--- config.mk ---
export PLATFORM = sky130hd
export DESIGN_NAME = ultrasonic_echo_ranger
export DESIGN_NICKNAME = d
export VERILOG_FILES = /design/src/rtl/uer_pkg.sv /design/src/rtl/uer_fsm.sv /design/src/rtl/ultrasonic_echo_ranger.sv
export VERILOG_INCLUDE_DIRS = /design/src /design/src/rtl
export SDC_FILE = /design/constraint.sdc
export NUM_CORES = 1
export LEC_CHECK = 0
export BUFFER_PORTS_ARGS = -buffer_cell sky130_fd_sc_hd__buf_2
export CAP_MARGIN = 20
export CORE_ASPECT_RATIO = 0.8
export CORE_UTILIZATION = 45
export CTS_CLUSTER_DIAMETER = 150
export DETAILED_ROUTE_END_ITERATION = 7
export HOLD_SLACK_MARGIN = 0.15
export SLEW_MARGIN = 15
export SYNTH_ARGS = -nofsm -noshare
export SYNTH_HDL_FRONTEND = slang
export SYNTH_SLANG_ARGS = --single-unit
--- constraint.sdc ---
create_clock -name clk -period 6.9 [get_ports clk]
set_input_delay 0.69 -clock clk [delete_from_list [all_inputs] [get_ports clk]]
set_output_delay 0.69 -clock clk [all_outputs]
set_load 0.02 [all_outputs]
--- src/rtl/assert_macros.svh ---
// ----------------------------------------------------------------------------
// Assertion macros
// Shared concurrent assertion forms for the echo ranger RTL.
// ----------------------------------------------------------------------------
`ifndef ASSERT_MACROS_SVH
`define ASSERT_MACROS_SVH

// Same-cycle implication, checked on every rising clock edge outside reset.
`define UER_ASSERT_IMPLIES(label, clk, rst_n, ante, cons) \
	label: assert property (@(posedge clk) disable iff (!(rst_n)) (ante) |-> (cons)) \
		else $error("ultrasonic_echo_ranger: assertion failed");

// Next-cycle implication, checked on every rising clock edge outside reset.
`define UER_ASSERT_NEXT(label, clk, rst_n, ante, cons) \
	label: assert property (@(posedge clk) disable iff (!(rst_n)) (ante) |=> (cons)) \
		else $error("ultrasonic_echo_ranger: assertion failed");

`endif

--- src/rtl/uer_pkg.sv ---
// ----------------------------------------------------------------------------
// uer_pkg
// Types and constants shared by the echo ranger modules.
// ----------------------------------------------------------------------------
`default_nettype none

package uer_pkg;

	localparam int unsigned CFG_IDX_W   = 3;
	localparam int unsigned CFG_DATA_W  = 16;
	localparam int unsigned DIST_W      = 23;
	localparam int unsigned PRE_LOW_TICKS = 5;
	// The product of ticks and speed carries 16 fraction bits plus one for the halving.
	localparam int unsigned DIST_SHIFT  = 9;
	localparam int unsigned THR_SHIFT   = 17;

	// Register indexes on the configuration port.
	localparam logic [CFG_IDX_W-1:0] CFG_TRIGGER_PULSE = 3'd0;
	localparam logic [CFG_IDX_W-1:0] CFG_RISE_TIMEOUT  = 3'd1;
	localparam logic [CFG_IDX_W-1:0] CFG_ECHO_TIMEOUT  = 3'd2;
	localparam logic [CFG_IDX_W-1:0] CFG_CM_PER_TICK   = 3'd3;
	localparam logic [CFG_IDX_W-1:0] CFG_OBST_THRESH   = 3'd4;

	typedef struct packed {
		logic [7:0]  trigger_pulse_ticks;
		logic [15:0] rise_timeout_ticks;
		logic [15:0] echo_timeout_ticks;
		logic [15:0] cm_per_tick_q16;
		logic [9:0]  obstacle_threshold_cm;
	} cfg_t;

	localparam cfg_t CFG_RESET = '{
		trigger_pulse_ticks:   8'd10,
		rise_timeout_ticks:    16'd10000,
		echo_timeout_ticks:    16'd30000,
		cm_per_tick_q16:       16'd2248,
		obstacle_threshold_cm: 10'd20
	};

	typedef struct packed {
		logic              trigger_level;
		logic              busy_res;
		logic              measure_done;
		logic              timed_out;
		logic [DIST_W-1:0] distance_q8;
		logic              obstacle;
	} res_t;

endpackage

`default_nettype wire

--- src/rtl/uer_fsm.sv ---
// ----------------------------------------------------------------------------
// uer_fsm
// Measurement sequencer: trigger timing, echo timing and distance result.
// ----------------------------------------------------------------------------
`default_nettype none

module uer_fsm import uer_pkg::*; #(
	parameter int COUNT_WIDTH = 16
) (
	input  wire logic clk,
	input  wire logic arst_n,
	input  wire logic step,
	input  wire logic action,
	input  wire logic echo_level,
	input  wire cfg_t cfg,
	output res_t      res
);

	localparam int CW    = COUNT_WIDTH;
	localparam int CMP_W = (CW > 16) ? CW : 16;
	localparam int PW    = CW + 16;
	localparam int EW    = (PW > 32) ? PW : 32;

	typedef enum logic [2:0] {
		PH_IDLE = 3'd0,
		PH_LOW  = 3'd1,
		PH_HIGH = 3'd2,
		PH_WAIT = 3'd3,
		PH_ECHO = 3'd4
	} phase_t;

	phase_t          phase_q, phase_d;
	logic [CW-1:0]   count_q, count_d;
	res_t            res_q, res_d;

	logic [CW-1:0]   count_inc;
	logic            count_full;
	logic [7:0]      pulse;
	logic [PW-1:0]   prod;
	logic [EW-1:0]   prod_x;
	logic [EW-1:0]   thr_x;
	logic            dist_sat;

	assign count_full = (count_q == {CW{1'b1}});
	assign count_inc  = count_full ? count_q : count_q + CW'(1);
	assign pulse      = (cfg.trigger_pulse_ticks == 8'd0) ? 8'd1 : cfg.trigger_pulse_ticks;

	assign prod     = PW'(count_q) * PW'(cfg.cm_per_tick_q16);
	assign prod_x   = EW'(prod);
	assign thr_x    = EW'(cfg.obstacle_threshold_cm) << THR_SHIFT;
	assign dist_sat = (prod_x >> 32) != '0;

	always_comb begin
		phase_d = phase_q;
		count_d = count_q;
		res_d   = '0;
		unique case (phase_q)
			PH_IDLE: begin
				if (action) begin
					res_d.busy_res = 1'b1;
					count_d        = CW'(1);
					phase_d        = PH_LOW;
				end
			end
			PH_LOW: begin
				res_d.busy_res = 1'b1;
				if (count_inc >= CW'(PRE_LOW_TICKS)) begin
					phase_d = PH_HIGH;
					count_d = '0;
				end else begin
					count_d = count_inc;
				end
			end
			PH_HIGH: begin
				res_d.busy_res      = 1'b1;
				res_d.trigger_level = 1'b1;
				if (count_inc >= CW'(pulse)) begin
					phase_d = PH_WAIT;
					count_d = '0;
				end else begin
					count_d = count_inc;
				end
			end
			PH_WAIT: begin
				if (echo_level) begin
					res_d.busy_res = 1'b1;
					count_d        = CW'(1);
					phase_d        = PH_ECHO;
				end else if (CMP_W'(count_inc) > CMP_W'(cfg.rise_timeout_ticks) ||
						count_inc == {CW{1'b1}}) begin
					res_d.measure_done = 1'b1;
					res_d.timed_out    = 1'b1;
					phase_d            = PH_IDLE;
					count_d            = '0;
				end else begin
					res_d.busy_res = 1'b1;
					count_d        = count_inc;
				end
			end
			PH_ECHO: begin
				if (echo_level) begin
					if (CMP_W'(count_inc) > CMP_W'(cfg.echo_timeout_ticks) ||
							count_inc == {CW{1'b1}}) begin
						res_d.measure_done = 1'b1;
						res_d.timed_out    = 1'b1;
						phase_d            = PH_IDLE;
						count_d            = '0;
					end else begin
						res_d.busy_res = 1'b1;
						count_d        = count_inc;
					end
				end else begin
					// Echo fell: count_q holds the high time in ticks.
					res_d.distance_q8  = dist_sat ? {DIST_W{1'b1}} :
						prod_x[DIST_W+DIST_SHIFT-1:DIST_SHIFT];
					res_d.obstacle     = (prod_x <= thr_x);
					res_d.measure_done = 1'b1;
					phase_d            = PH_IDLE;
					count_d            = '0;
				end
			end
			default: begin
				phase_d = PH_IDLE;
				count_d = '0;
			end
		endcase
	end

	always_ff @(posedge clk or negedge arst_n) begin
		if (!arst_n) begin
			phase_q <= PH_IDLE;
			count_q <= '0;
			res_q   <= '0;
		end else if (step) begin
			phase_q <= phase_d;
			count_q <= count_d;
			res_q   <= res_d;
		end
	end

	assign res = res_q;

endmodule

`default_nettype wire

--- src/rtl/ultrasonic_echo_ranger.sv ---
// ----------------------------------------------------------------------------
// ultrasonic_echo_ranger
// Echo pulse ranger: one request per microsecond tick, one result per request.
// ----------------------------------------------------------------------------
// Channel  Direction  Handshake             Payload
// in       input      in_valid / in_ready   action, echo_level
// out      output     out_valid / out_ready trigger_level, busy_res, measure_done,
//                                           timed_out, distance_q8, obstacle
// cfg      input      cfg_valid / cfg_ready cfg_index, cfg_data
//
// One request is taken every cycle while out_ready is high; its result passes
// through the input stage, then the sequencer and result register.
// The distance multiply and threshold compare sit in the sequencer stage.
// Reset loads the default register values and returns the sequencer to idle.
// While out_ready is low the result holds, one more request waits in the
// input stage, and in_ready then drops. cfg_ready is always high.
// ----------------------------------------------------------------------------
`default_nettype none

`include "assert_macros.svh"

module ultrasonic_echo_ranger import uer_pkg::*; #(
	parameter int COUNT_WIDTH = 16
) (
	input  wire logic                  clk,
	input  wire logic                  arst_n,

	input  wire logic                  in_valid,
	output logic                       in_ready,
	input  wire logic                  action,
	input  wire logic                  echo_level,

	output logic                       out_valid,
	input  wire logic                  out_ready,
	output logic                       trigger_level,
	output logic                       busy_res,
	output logic                       measure_done,
	output logic                       timed_out,
	output logic [DIST_W-1:0]          distance_q8,
	output logic                       obstacle,

	input  wire logic                  cfg_valid,
	output logic                       cfg_ready,
	input  wire logic [CFG_IDX_W-1:0]  cfg_index,
	input  wire logic [CFG_DATA_W-1:0] cfg_data
);

	cfg_t cfg_q;
	logic valid_s1;
	logic action_s1;
	logic echo_s1;
	logic out_valid_q;
	logic advance;
	res_t res;

	assign cfg_ready = 1'b1;

	always_ff @(posedge clk or negedge arst_n) begin
		if (!arst_n) begin
			cfg_q <= CFG_RESET;
		end else if (cfg_valid && cfg_ready) begin
			unique case (cfg_index)
				CFG_TRIGGER_PULSE: cfg_q.trigger_pulse_ticks   <= cfg_data[7:0];
				CFG_RISE_TIMEOUT:  cfg_q.rise_timeout_ticks    <= cfg_data;
				CFG_ECHO_TIMEOUT:  cfg_q.echo_timeout_ticks    <= cfg_data;
				CFG_CM_PER_TICK:   cfg_q.cm_per_tick_q16       <= cfg_data;
				CFG_OBST_THRESH:   cfg_q.obstacle_threshold_cm <= cfg_data[9:0];
				default: ;
			endcase
		end
	end

	// The input stage moves on whenever the result register is free or being taken.
	assign advance  = valid_s1 && (!out_valid_q || out_ready);
	assign in_ready = !valid_s1 || advance;

	always_ff @(posedge clk or negedge arst_n) begin
		if (!arst_n) begin
			valid_s1 <= 1'b0;
		end else if (in_valid && in_ready) begin
			valid_s1 <= 1'b1;
		end else if (advance) begin
			valid_s1 <= 1'b0;
		end
	end

	always_ff @(posedge clk) begin
		if (in_valid && in_ready) begin
			action_s1 <= action;
			echo_s1   <= echo_level;
		end
	end

	always_ff @(posedge clk or negedge arst_n) begin
		if (!arst_n) begin
			out_valid_q <= 1'b0;
		end else if (advance) begin
			out_valid_q <= 1'b1;
		end else if (out_ready) begin
			out_valid_q <= 1'b0;
		end
	end

	uer_fsm #(
		.COUNT_WIDTH(COUNT_WIDTH)
	) u_fsm (
		.clk        (clk),
		.arst_n     (arst_n),
		.step       (advance),
		.action     (action_s1),
		.echo_level (echo_s1),
		.cfg        (cfg_q),
		.res        (res)
	);

	assign out_valid     = out_valid_q;
	assign trigger_level = res.trigger_level;
	assign busy_res      = res.busy_res;
	assign measure_done  = res.measure_done;
	assign timed_out     = res.timed_out;
	assign distance_q8   = res.distance_q8;
	assign obstacle      = res.obstacle;

	`UER_ASSERT_IMPLIES(a_done_not_busy, clk, arst_n,
		out_valid && measure_done, !busy_res)
	`UER_ASSERT_IMPLIES(a_timeout_with_done, clk, arst_n,
		out_valid && timed_out, measure_done && !trigger_level)
	`UER_ASSERT_IMPLIES(a_distance_on_success, clk, arst_n,
		out_valid && (obstacle || distance_q8 != '0), measure_done && !timed_out)
	`UER_ASSERT_NEXT(a_stage_moves_to_output, clk, arst_n,
		advance, out_valid)

endmodule

`default_nettype wire
==> After elaboration in Yosys (flattened, before gate mapping) <==
Cells that the tools add are included.
{ "totals": {"inputBits": 26, "elab_cells": 97, "register_bits": 117, "output_inout_bits": 31} }
{ "classes": {"mul": 1, "order_cmp": 5, "muxes": 37, "reduce_logical": 21, "eq_ne": 15, "n_addsub": 1} }
{ "op_table": {"columns": ["operator", "n"], "rows": [
  ["two-way mux 16 bit", 8],
  ["case mux 16 bit (5 select lines)", 1],
  ["two-way mux 24 bit", 2],
  ["== test 16 bit (second input constant)", 2],
  ["> comparator 16 bit", 2],
  ["less-or-equal comparator 32 x 27 -> 1 bit", 1],
  ["multiplier 16 x 16 -> 32 bit", 1],
  ["two-way mux 3 bit", 7],
  ["adder 16 x 1 -> 16 bit (second input constant)", 1],
  [">= comparator 16 x 3 -> 1 bit (second input constant)", 1],
  [">= comparator 16 x 8 -> 1 bit", 1],
  ["case mux 3 bit (5 select lines)", 1],
  ["== test 3 x 2 -> 1 bit (second input constant)", 4],
  ["two-way mux 1 bit", 12],
  ["AND reduction 2 bit", 6],
  ["logical NOT 8 bit", 1],
  ["two-way mux 8 bit", 1],
  ["== test 3 x 1 -> 1 bit (second input constant)", 2],
  ["== test 3 bit (second input constant)", 2],
  ["logical NOT 3 bit", 2],
  ["two-way mux 2 bit", 3],
  ["!= test 3 x 2 -> 1 bit (second input constant)", 2],
  ["AND reduction 6 bit", 1],
  ["logical OR 1 bit", 4],
  ["8 further kinds", 12]
]} }

==> Longest topological paths before layout <==
Gate-level depths: netlist (run 1).
{ "depth": {"word_depth": 7, "ltp_mapped": 36, "ltp_nobuf": 33} }

==> By module <==
From an unflattened synthesis (run 1), not the netlist that was laid out.
{ "unflattened": {"hier_cells": 1598, "area_unflattened_um2": 15263.4} }
{ "by_module_without_submodules": {"columns": ["mod", "instances", "seq_area_each_um2", "cells_per_inst", "area_per_inst_um2"], "rows": [
  ["uer_fsm", 1, 1176.1, 1443, 12514.5],
  ["ultrasonic_echo_ranger", 1, 1786.7, 155, 2748.9]
]} }

==> Least setup slack after synthesis (run 1) <==
Ideal clock, no wire load.
{ "synth_timing": {"kind": "flip-flop to flip-flop", "startpoint": "reg u_fsm.count_q[4]", "endpoint": "reg u_fsm.res_q (netlist bit u_fsm.res[0])", "period_less_slack_ns": 7.390, "n_path_buf": 4, "path_stages_with_launch": 34, "slack_ns": -0.490, "t_arrival_ns": 7.322, "setup_ns": 0.068, "required_ns": 6.832, "cell_sequence": "dfrtp_1 buf_2 clkbuf_1 clkbuf_1 and2_1 fa_1 inv_1 fa_1 fa_1 inv_1 ha_1 fa_1 inv_1 fa_1 inv_1 ha_1 clkbuf_1 and3_1 nand2_1 a21oi_1 o41ai_1 o21ai_0 a21boi_0 o21bai_1 a211oi_1 xnor2_1 ha_1 nand4_1 nor4_1 nand4_1 nor4_1 o211ai_1 nor3_1 a32o_1"} }
{ "synth_via": {"elab_chain_cells": 4} }
{ "synth_lines": {"columns": ["element", "line", "rtl"], "rows": [
  ["from (decl)", "uer_fsm.sv:33", "logic [CW-1:0] count_q, count_d;"],
  ["from (signal assigned)", "uer_fsm.sv:136", "count_q <= count_d;"],
  ["multiplier 16 x 16 -> 32 bit", "uer_fsm.sv:48", "assign prod = PW'(count_q) * PW'(cfg.cm_per_tick_q16);"],
  ["less-or-equal comparator 32 x 27 -> 1 bit", "uer_fsm.sv:116", "res_d.obstacle = (prod_x <= thr_x);"],
  ["two-way mux 24 bit", "uer_fsm.sv:101", "if (echo_level) begin"],
  ["two-way mux 24 bit", "uer_fsm.sv:57", "unique case (phase_q)"],
  ["to (signal assigned)", "uer_fsm.sv:137", "res_q <= res_d;"],
  ["to (decl)", "uer_fsm.sv:34", "res_t res_q, res_d;"]
]} }
No other way between the ends.
A chain may end at the register's enable or synchronous reset.

==> Worst setup path in the final report (run 1) <==
{ "layout_timing": {"startpoint": "reg cfg_q[13] (netlist bit)", "endpoint": "reg u_fsm.res_q (netlist bit u_fsm.res[0])"} }
{ "layout_via": {"elab_chain_cells": 4} }
{ "layout_lines": {"columns": ["element", "line", "rtl"], "rows": [
  ["from (decl)", "ultrasonic_echo_ranger.sv:48", "cfg_t cfg_q;"],
  ["multiplier 16 x 16 -> 32 bit", "uer_fsm.sv:48", null],
  ["less-or-equal comparator 32 x 27 -> 1 bit", "uer_fsm.sv:116", null],
  ["two-way mux 24 bit", "uer_fsm.sv:101", null],
  ["two-way mux 24 bit", "uer_fsm.sv:57", null]
]} }
No other way between the ends.

==> flow_summary.toml, run 1 <==
[clock_tree]
h-tree-depth = 4
cts_tree = "done"
clk_path_buf_depth = 2
clk_latency_ns = 0.44
numCtsBuffers = 17
cts_root_buf = "clkbuf_16"
cts_sinks = 117
path_clk_slew_ns = 0.06

[synth]
synthFlopType = "dfrtp_1"
yosysSeqAreaShare = 0.198
synth_area_um2 = 15000
ys_types = 78
yosys_warnings = 0
syn_inst = 1663
async_flop_share = 0.983
ys_ff_latch = 117
avgSynthCellArea_um2 = 9.01
synth_fp_nets = 2038
synth_edf_count = 2

[layout]
area_growth_pct = 20.3
antenna_cells = 0
finalNetCount = 2236
instances_no_fill = 2301
post-route-util = 0.553
drive_gt1_frac = 0.228
fillCellCount = 2955

[worst_setup_path]
r2r_end = "u_fsm.res[0]"
crit_arrival_ns = 7.53
worst-r2r-cell-count = 29
path_common_cell = "fa_1"
worst-setup-path-type = "flip-flop to flip-flop"
critPathMaxStageDelay_ns = 0.58
crit_family = "adder cells"
worstPathRequired_ns = 7.28
rrSetupSlack_ns = -0.26
crit_path_max_fanout = 9
path_buf_inv = 7
worst_setup_path_end_kind = "flip-flop"
r2r_start = "cfg_q[13]"
critPathLaunchType = "flip-flop"
crit_slowest_cell = "fa_2"

[power]
power.density_nw_per_um2 = 210
p_leak_nw = 9.25
peakVddDrop_mv = 0.201

[floorplanning]
core_area_um2 = 32600
initial_core_util = 0.459
dieArea_um2 = 34100
die_width_um = 206
rows = 59
boundaryPins = 57
die_h_um = 165

[detailed_routing]
finalWirelength_mm = 42.0
drtIter0Drc = 922
drc = 0
ant_nets = 0
post_drt_via_cell_ratio = 5.20
routedWlPerCell_um = 18.3
first_pass_iters = 5
vias = 12000

[timing]
whs_ns = 0.336
finalHoldViolCount = 0
slew_violations = 0
worstMarginPinSlew_ns = 1.09
rsz0062_at_grt = "yes"
fmax_ghz = 0.140
slew_headroom = 0.270
skew_ns = 0.00912
period_share = 1.04
fin_setup_tns_ns = -0.255
period_minus_slack_ns = 7.16
fin_ws_ns = -0.255
finalSetupViolations = 1

[placement]
place_hpwl_mm = 34.0
placed_cells = 2245
portBuffers = 55
gp_congestion = 0.937

[global_routing]
antenna_found_initial = 0
grt_max_degree = 59
grtUsageTotal = 0.261
grt_pass1_vias = 12000
overflow = 0
grt_pass1_wl_mm = 67.1

[run_status]
status = "finished with violations"
violations = "setup timing"

[hold_path]
hp-class = "primary input to async pin"

[run]
cap_violations = 0
## layer usage
layer  routed length (um)  part of all wire  GRT usage  vias up
met5                    0                 0          0        -
met4                  964             0.023     0.0735        0
met3                 2760             0.066     0.0524       62
met2                17800              0.42      0.385      379
met1                20500              0.49      0.385     5824
li1                     -                 -          -     5698
## area by class of cell
type | count | area, um2 | area share
clock buffers | 22 | 474 | 0.0263
inverters | 298 | 1120 | 0.0620
flip-flops and latches | 117 | 2980 | 0.165
repair buffers | 257 | 1870 | 0.104
well taps | 427 | 534 | 0.0296
multi-input cells | 1170 | 10900 | 0.607
clock inverters | 10 | 120 | 0.00666
## metrics by stage
stage / power, W / instance area [um2] / setup slack (ns)
floorplan: 0.00211 / 15200 / -0.0465
global placement: 0.00275 / 17000 / -0.596
detailed placement: 0.00276 / 17000 / -0.840
CTS: 0.00378 / 18000 / -0.243
global route: 0.00407 / 18000 / -0.578
finish: 0.00378 / 18000 / -0.255
## worst max-delay path by stage
stage                          start      endpoint  slack, ns  cells past startpoint
floorplan           u_fsm.count_q[5]  u_fsm.res[0]      -0.05                     30
global placement    u_fsm.count_q[3]  u_fsm.res[0]      -0.60                     27
detailed placement  u_fsm.count_q[3]  u_fsm.res[0]      -0.84                     27
CTS                        cfg_q[16]  u_fsm.res[0]      -0.24                     28
global route               cfg_q[15]  u_fsm.res[0]      -0.58                     30
finish                     cfg_q[13]  u_fsm.res[0]      -0.26                     29
## where the power goes
group	total [W]	switching (W)	leakage (nW)	internal, W
combinational	0.00197	0.00111	7.53	0.000864
clock	0.000907	0.000345	0.284	0.000562
sequential	0.000906	0.0000918	1.44	0.000814
## repair_timing
action                                  in CTS  in global routing
gates resized for setup                     65                  9
setup buffers                               23                  2
hold buffers                                 0                  0
pin swaps                                   57                  8
endpoints found under the setup margin       1                  2
## state kept, by name, summed over array words and instances (netlist names)
name	flops
out_valid	1
valid_s1	1
action_s1	1
echo_s1	1
u_fsm.res	28
cfg_q	66
u_fsm.count_q	16
u_fsm.phase_q	3
## cell usage after synthesis (all sizes together), types with 5 or more instances
master,n,area [um2]
nand3,25,135
ha,155,1940
nand4,19,134
xnor2,25,219
dfrtp,95,2380
o21ai,88,444
xor2,10,87.6
o211ai,6,45.0
nor4,11,96.3
a22o,19,166
dfstp,20,526
clkbuf,68,255
o21bai,5,37.5
nand2,242,911
or3,5,31.3
nor2b,7,43.8
mux2,23,259
a211oi,5,37.5
nor3,16,85.1
and2,120,751
inv,298,1120
nor2,34,130
a21o,29,218
nand2b,11,68.8
fa,194,3880
and3,10,67.6
a21oi,40,200
buf,10,61.3
o31ai,8,60.1
o21a,9,67.6
## worst reg2reg max path: cells and delay by family (launching register included)
family                   cells  cell delay [ns]
AND/OR/NAND/NOR              8             1.02
AO/OA/AOI/OAI                5             1.33
flip-flops                   1             0.57
XOR/XNOR                     1             0.20
buffers and inverters        7             0.66
adder cells (fa/ha/maj)      8             3.30
## kinds of logic (layout without fill, tap and decap cells)
group                      Yosys count  after routing  share of synthesized area
muxes                               26             26                     0.0193
buffers and inverters              376            587                     0.0957
other                                1              1                   0.000250
adders and majority gates          349            349                      0.388
DFF                                117            117                      0.198
AOI/OAI and AO/OA                  242            242                      0.106
xor gates and xnor gates            35             35                     0.0204
and+or+nand+nor                    517            517                      0.173
## layout by cell type (no fill, tap or decap), types with 7 or more instances in the layout
cell / n
a22o_1: 19
a21o_1: 29
o21ai_0: 70
mux2_2: 22
nand2_1: 239
fa_1: 189
nor2b_1: 7
ha_1: 143
o31ai_1: 7
ha_4: 8
buf_4: 191
dfstp_2: 20
o21ai_1: 14
xor2_1: 9
dfrtp_2: 11
xnor2_1: 23
clkbuf_16: 17
nand4_1: 18
nand3_1: 21
and3_1: 8
o21a_1: 9
buf_6: 8
nand2b_1: 11
a21oi_2: 9
a21oi_1: 30
nor3_1: 12
dfrtp_1: 84
inv_1: 294
buf_2: 54
nor2_1: 30
and2_1: 114
(Power assumes the default switching activity.)
==> inputs of run 2 (changes only) <==
Settings changed: ABC_AREA from default to 1.
==> run 2 against run 1 <==
Net effect:
- the flow now finishes without violations
- fmax is 8.8% higher
- setup slack better by 0.58 ns
- worst hold slack got worse by 0.0090 ns
- combinational power shrank 28%
- total power down 15%
- synthesized cell count grew 21%
- die area grew 3.5%
- first-iteration DRC count down 10%
- final area decreased by 2.4%
- sequential share of layout area rose by 0.45 points
- synthesized area increased by 3.5%
- largest power group unchanged
==> flow_summary.toml, run 2 <==
[run_status]
status = "completed"

[power]
p_leak_nw = 9.95
p_int_w = 0.00181
power_frac_comb = 0.439
peakVddDrop_mv = 0.172
switching_power_w = 0.00140
power.density_nw_per_um2 = 183
clkPwrFrac = 0.277
pwr-share-seq = 0.284
sw_frac_of_total = 0.436
p_total_w = 0.00321

[synth]
yosys_warnings = 0
synth_top_area_share = 0.250
synth_top_family_by_area = "adder cells"
syn_inst = 2015
avgSynthCellArea_um2 = 7.70
synthFlopType = "dfrtp_1"
synth_area_leader_cell = "fa_1"
synth_common_cells = "561 x nand2_1, 479 x inv_1, 194 x fa_1, 155 x ha_1, 111 x o21ai_0"
yosys.cell_count.top_type = "nand2_1"
synth_compound_area_frac = 0.0784
async_flop_share = 0.983
synth_xor_area_frac = 0.0152
synth_edf_count = 2
synth-simple-area-share = 0.198
synth_area_leaders = "fa_1 25%, dfrtp_1 15%, nand2_1 14%"
ys_types = 49
ys_ff_latch = 117
synth_fa_ha_area_frac = 0.375
yosysSeqAreaShare = 0.191
synthMuxAreaShare = 0
synth_area_um2 = 15500
synth_fp_nets = 2390

[worst_setup_path]
rrSetupSlack_ns = 0.32
r2r_end = "u_fsm.res[0]"
path_common_cell = "nand2_1"
crit_slowest_cell = "fa_1"
crit_family = "adder cells"
worstPathRequired_ns = 7.27
path_buf_inv = 8
critPathLaunchType = "flip-flop"
worst-r2r-cell-count = 34
r2r_start = "cfg_q[15]"
critPathMaxStageDelay_ns = 0.54
crit_path_max_fanout = 7
worst-setup-path-type = "flip-flop to flip-flop"
worst_setup_path_end_kind = "flip-flop"
crit_arrival_ns = 6.95

[layout]
largest_register_ff_count = 66
finalNetCount = 2470
final_cell_mix = "553 x nand2_1, 473 x inv_1, 190 x fa_1"
post-route-util = 0.521
fin_area_um2 = 17600
mostFrequentLayoutCell = "nand2_1"
drive_gt1_frac = 0.151
area_growth_pct = 13.5
antenna_cells = 0
regMostFlops = "cfg_q"

[global_routing]
overflow = 0
grt_pass1_vias = 12800
grt_max_degree = 60
grtUsageTotal = 0.263
antenna_found_initial = 1
grt_pass1_wl_mm = 71.1

[timing]
whs_ns = 0.327
period_share = 0.953
slew_headroom = 0.322
slew_violations = 0
worstMarginPinSlew_ns = 1.01
finalSetupViolations = 0
period_minus_slack_ns = 6.58
fmax_ghz = 0.152
finalHoldViolCount = 0
skew_ns = 0.0127

[floorplanning]
dieArea_um2 = 35200
boundaryPins = 57
core_area_um2 = 33800
die_width_um = 210
die_h_um = 168
initial_core_util = 0.459
rows = 60

[placement]
gp_congestion = 0.925
place_area_um2 = 16400
place_hpwl_mm = 35.4
portBuffers = 55

[run]
cap_violations = 0

[clock_tree]
clk_latency_ns = 0.43
clk_path_buf_depth = 2
cts_root_buf = "clkbuf_16"
cts_tree = "done"
path_clk_slew_ns = 0.07
cts_sinks = 117
numCtsBuffers = 17
h-tree-depth = 4

[hold_path]
hp-class = "primary input to async pin"

[detailed_routing]
vias = 12900
first_pass_iters = 7
drc = 0
post_drt_via_cell_ratio = 5.07
ant_nets = 0
drtIter0Drc = 828
routedWlPerCell_um = 17.3
finalWirelength_mm = 43.9
run 2: worst max-delay path by stage:
stage | from | end | slack [ns] | cells after the start
2_1_floorplan | cfg_q[17] | u_fsm.res[0] | 0.26 | 34
3_3_place_gp | u_fsm.count_q[8] | u_fsm.res[0] | -0.02 | 31
3_5_place_dp | u_fsm.count_q[8] | u_fsm.res[0] | 0.04 | 31
4_1_cts | u_fsm.count_q[8] | u_fsm.res[0] | 0.01 | 31
5_1_grt | cfg_q[15] | u_fsm.res[0] | -0.03 | 34
6_report | cfg_q[15] | u_fsm.res[0] | 0.32 | 34
run 2: stage by stage:
| stage | cells | setup TNS, ns | setup slack (ns) |
|---|---|---|---|
| after floorplan | 2015 | 0 | 0.261 |
| after global placement | 2485 | -0.0152 | -0.0152 |
| after detailed placement | 2485 | 0 | 0.0443 |
| after CTS | 2517 | 0 | 0.0104 |
| after global routing | 2542 | -0.0299 | -0.0299 |
| final | 2542 | 0 | 0.322 |
run 2: per-layer routing:
metal	up-vias	share of wire	track usage
li1	6176	-	-
met1	6214	0.49	0.407
met2	452	0.40	0.368
met4	0	0.014	0.0454
met3	41	0.092	0.0685
met5	-	0	0
run 2: cell families (layout without fill, tap and decap cells):
kind of cell | Yosys count | in the layout
fa+ha+maj | 349 | 349
other cells | 1 | 1
flops | 117 | 117
compound gates | 212 | 212
simple gates | 742 | 742
buf+inv | 567 | 660
xor+xnor | 27 | 27
run 2: repair_timing:
action	in CTS	in global routing
buffers inserted	0	23
hold buffers	0	0
setup endpoints to repair	0	1
resized for setup	0	98
run 2: power by group through the flow:
stage / combinational, W / clock [W] / sequential, W
global route: 0.00158 / 0.000931 / 0.000929
floorplan: 0.000918 / 0 / 0.000877
detailed placement: 0.00130 / 0 / 0.000931
finish: 0.00141 / 0.000891 / 0.000912
global placement: 0.00129 / 0 / 0.000927
CTS: 0.00131 / 0.000907 / 0.000920
run 2: layout make-up:
class                      count  area [um2]
timing repair buffer         147         990
clock buffer                  18         429
clock inverter                14         141
multi-input combinational   1331       10700
fill                        3273       16200
tap                          434         543
inverter                     481        1810
sequential                   117        2980
==> inputs of run 3 (changes only) <==
Settings changed: SETUP_SLACK_MARGIN from default to 0.4.
==> run 3 against run 2 <==
Net effect:
- setup slack lost 0.022 ns
- clock skew grew 0.0035 ns
- clock power grew 3.0%
==> flow_summary.toml, run 3 (synthesis results as in run 2) <==
[run]
cap_violations = 0

[placement]
place_hpwl_mm = 34.8
placed_cells = 2481
portBuffers = 55
gp_congestion = 0.941
place_area_um2 = 16400

[layout]
post-route-util = 0.539
final_cell_mix = "541 x nand2_1, 445 x inv_1, 180 x fa_1"
regMostFlops = "cfg_q"
largest_register_ff_count = 66
area_growth_pct = 17.3
multi_input_area_um2 = 11000
antenna_cells = 0
drive_gt1_frac = 0.196
finalNetCount = 2499
mostFrequentLayoutCell = "nand2_1"
fin_area_um2 = 18200
seq_area_um2 = 2990
fillCellCount = 3177
instances_no_fill = 2571

[run_status]
status = "completed"

[timing]
skew_ns = 0.0161
slew_violations = 0
rsz0062_at_grt = "yes"
fin_setup_tns_ns = 0
period_minus_slack_ns = 6.60
worstMarginPinSlew_ns = 0.869
slew_headroom = 0.419
period_share = 0.956
fmax_ghz = 0.152
finalSetupViolations = 0
finalHoldViolCount = 0

[clock_tree]
numCtsBuffers = 17
h-tree-depth = 4
cts_root_buf = "clkbuf_16"
cts_tree = "done"
cts_sinks = 117
path_clk_slew_ns = 0.07
clk_path_buf_depth = 2
clk_latency_ns = 0.45

[worst_setup_path]
crit_slowest_cell = "dfstp_2"
path_common_cell = "nand2_1"
worst-setup-path-type = "flip-flop to flip-flop"
worstPathRequired_ns = 7.28
crit_path_max_fanout = 4
critPathLaunchType = "flip-flop"
crit_arrival_ns = 6.98
crit_family = "adder cells"
path_buf_inv = 8
worst_setup_path_end_kind = "flip-flop"
critPathMaxStageDelay_ns = 0.58

[floorplanning]
die_h_um = 168
initial_core_util = 0.459
die_width_um = 210
dieArea_um2 = 35200
rows = 60
core_area_um2 = 33800
boundaryPins = 57

[power]
clkPwrFrac = 0.275
power_frac_comb = 0.449
pwr-share-seq = 0.276
switching_power_w = 0.00145
p_leak_nw = 10.2
p_total_w = 0.00334
peakVddDrop_mv = 0.211
p_int_w = 0.00189
power.density_nw_per_um2 = 183
sw_frac_of_total = 0.433

[detailed_routing]
first_pass_iters = 7
finalWirelength_mm = 44.7
wl_met3_mm = 3.58
drtIter0Drc = 996
drc = 0
dr_wl_met2_mm = 19.0
post_drt_via_cell_ratio = 5.09
highest_layer = "met4"
vias = 13100
routedWlPerCell_um = 17.4
ant_nets = 0
wl_met1_mm = 21.7

[global_routing]
grtUsageTotal = 0.266
grt_pass1_wl_mm = 72.1
grt_pass1_vias = 13000
grt_max_degree = 61
antenna_found_initial = 0
overflow = 0

[hold_path]
hp-class = "primary input to async pin"
## run 3: area by class of cell
class / instances / area share
Clock buffer: 17 / 0.0234
Clock inverter: 15 / 0.00845
Inverter: 481 / 0.0992
Multi-Input combinational cell: 1331 / 0.603
Sequential cell: 117 / 0.164
Tap cell: 434 / 0.0298
Timing Repair Buffer: 176 / 0.0719
## run 3: metrics by stage
stage	worst slack, ns	hold WS [ns]
2_1_floorplan	0.402	0.394
3_3_place_gp	0.0689	0.460
3_5_place_dp	0.103	0.460
4_1_cts	0.400	0.326
5_1_grt	0.0343	0.366
6_report	0.300	0.304
## run 3: per-layer routing
layer	global-route usage	up-vias
li1	-	6231
met1	0.407	6389
met2	0.385	432
met3	0.0616	33
met4	0.0422	0
met5	0	-
## run 3: power by group through the flow
stage	Sequential (W)	Clock, W	Combinational [W]
floorplan	0.000877	0	0.000921
detailed placement	0.000936	0	0.00129
global route	0.000937	0.000963	0.00167
finish	0.000922	0.000918	0.00150
global placement	0.000934	0	0.00128
CTS	0.000919	0.000930	0.00142
## run 3: worst paths after layout
check                              start          endpoint  slack, ns  cells past startpoint
setup / recovery               cfg_q[17]      u_fsm.res[0]       0.30                     34
hold / removal                    arst_n         cfg_q[60]       0.30                      1
setup reg to reg               cfg_q[17]      u_fsm.res[0]       0.30                     34
hold reg to reg            u_fsm.res[17]     u_fsm.res[17]       0.48                      2
max in group asynchronous         arst_n  u_fsm.count_q[5]       5.22                      2
min in group clk              echo_level           echo_s1       0.42                      1
## run 3: what timing repair did
action | in CTS | in global routing
endpoints found under the setup margin | 1 | 1
setup buffers | 29 | 27
hold endpoints to repair | 0 | 0
pin swaps | 69 | 76
hold buffers | 0 | 0
resized for setup | 111 | 82
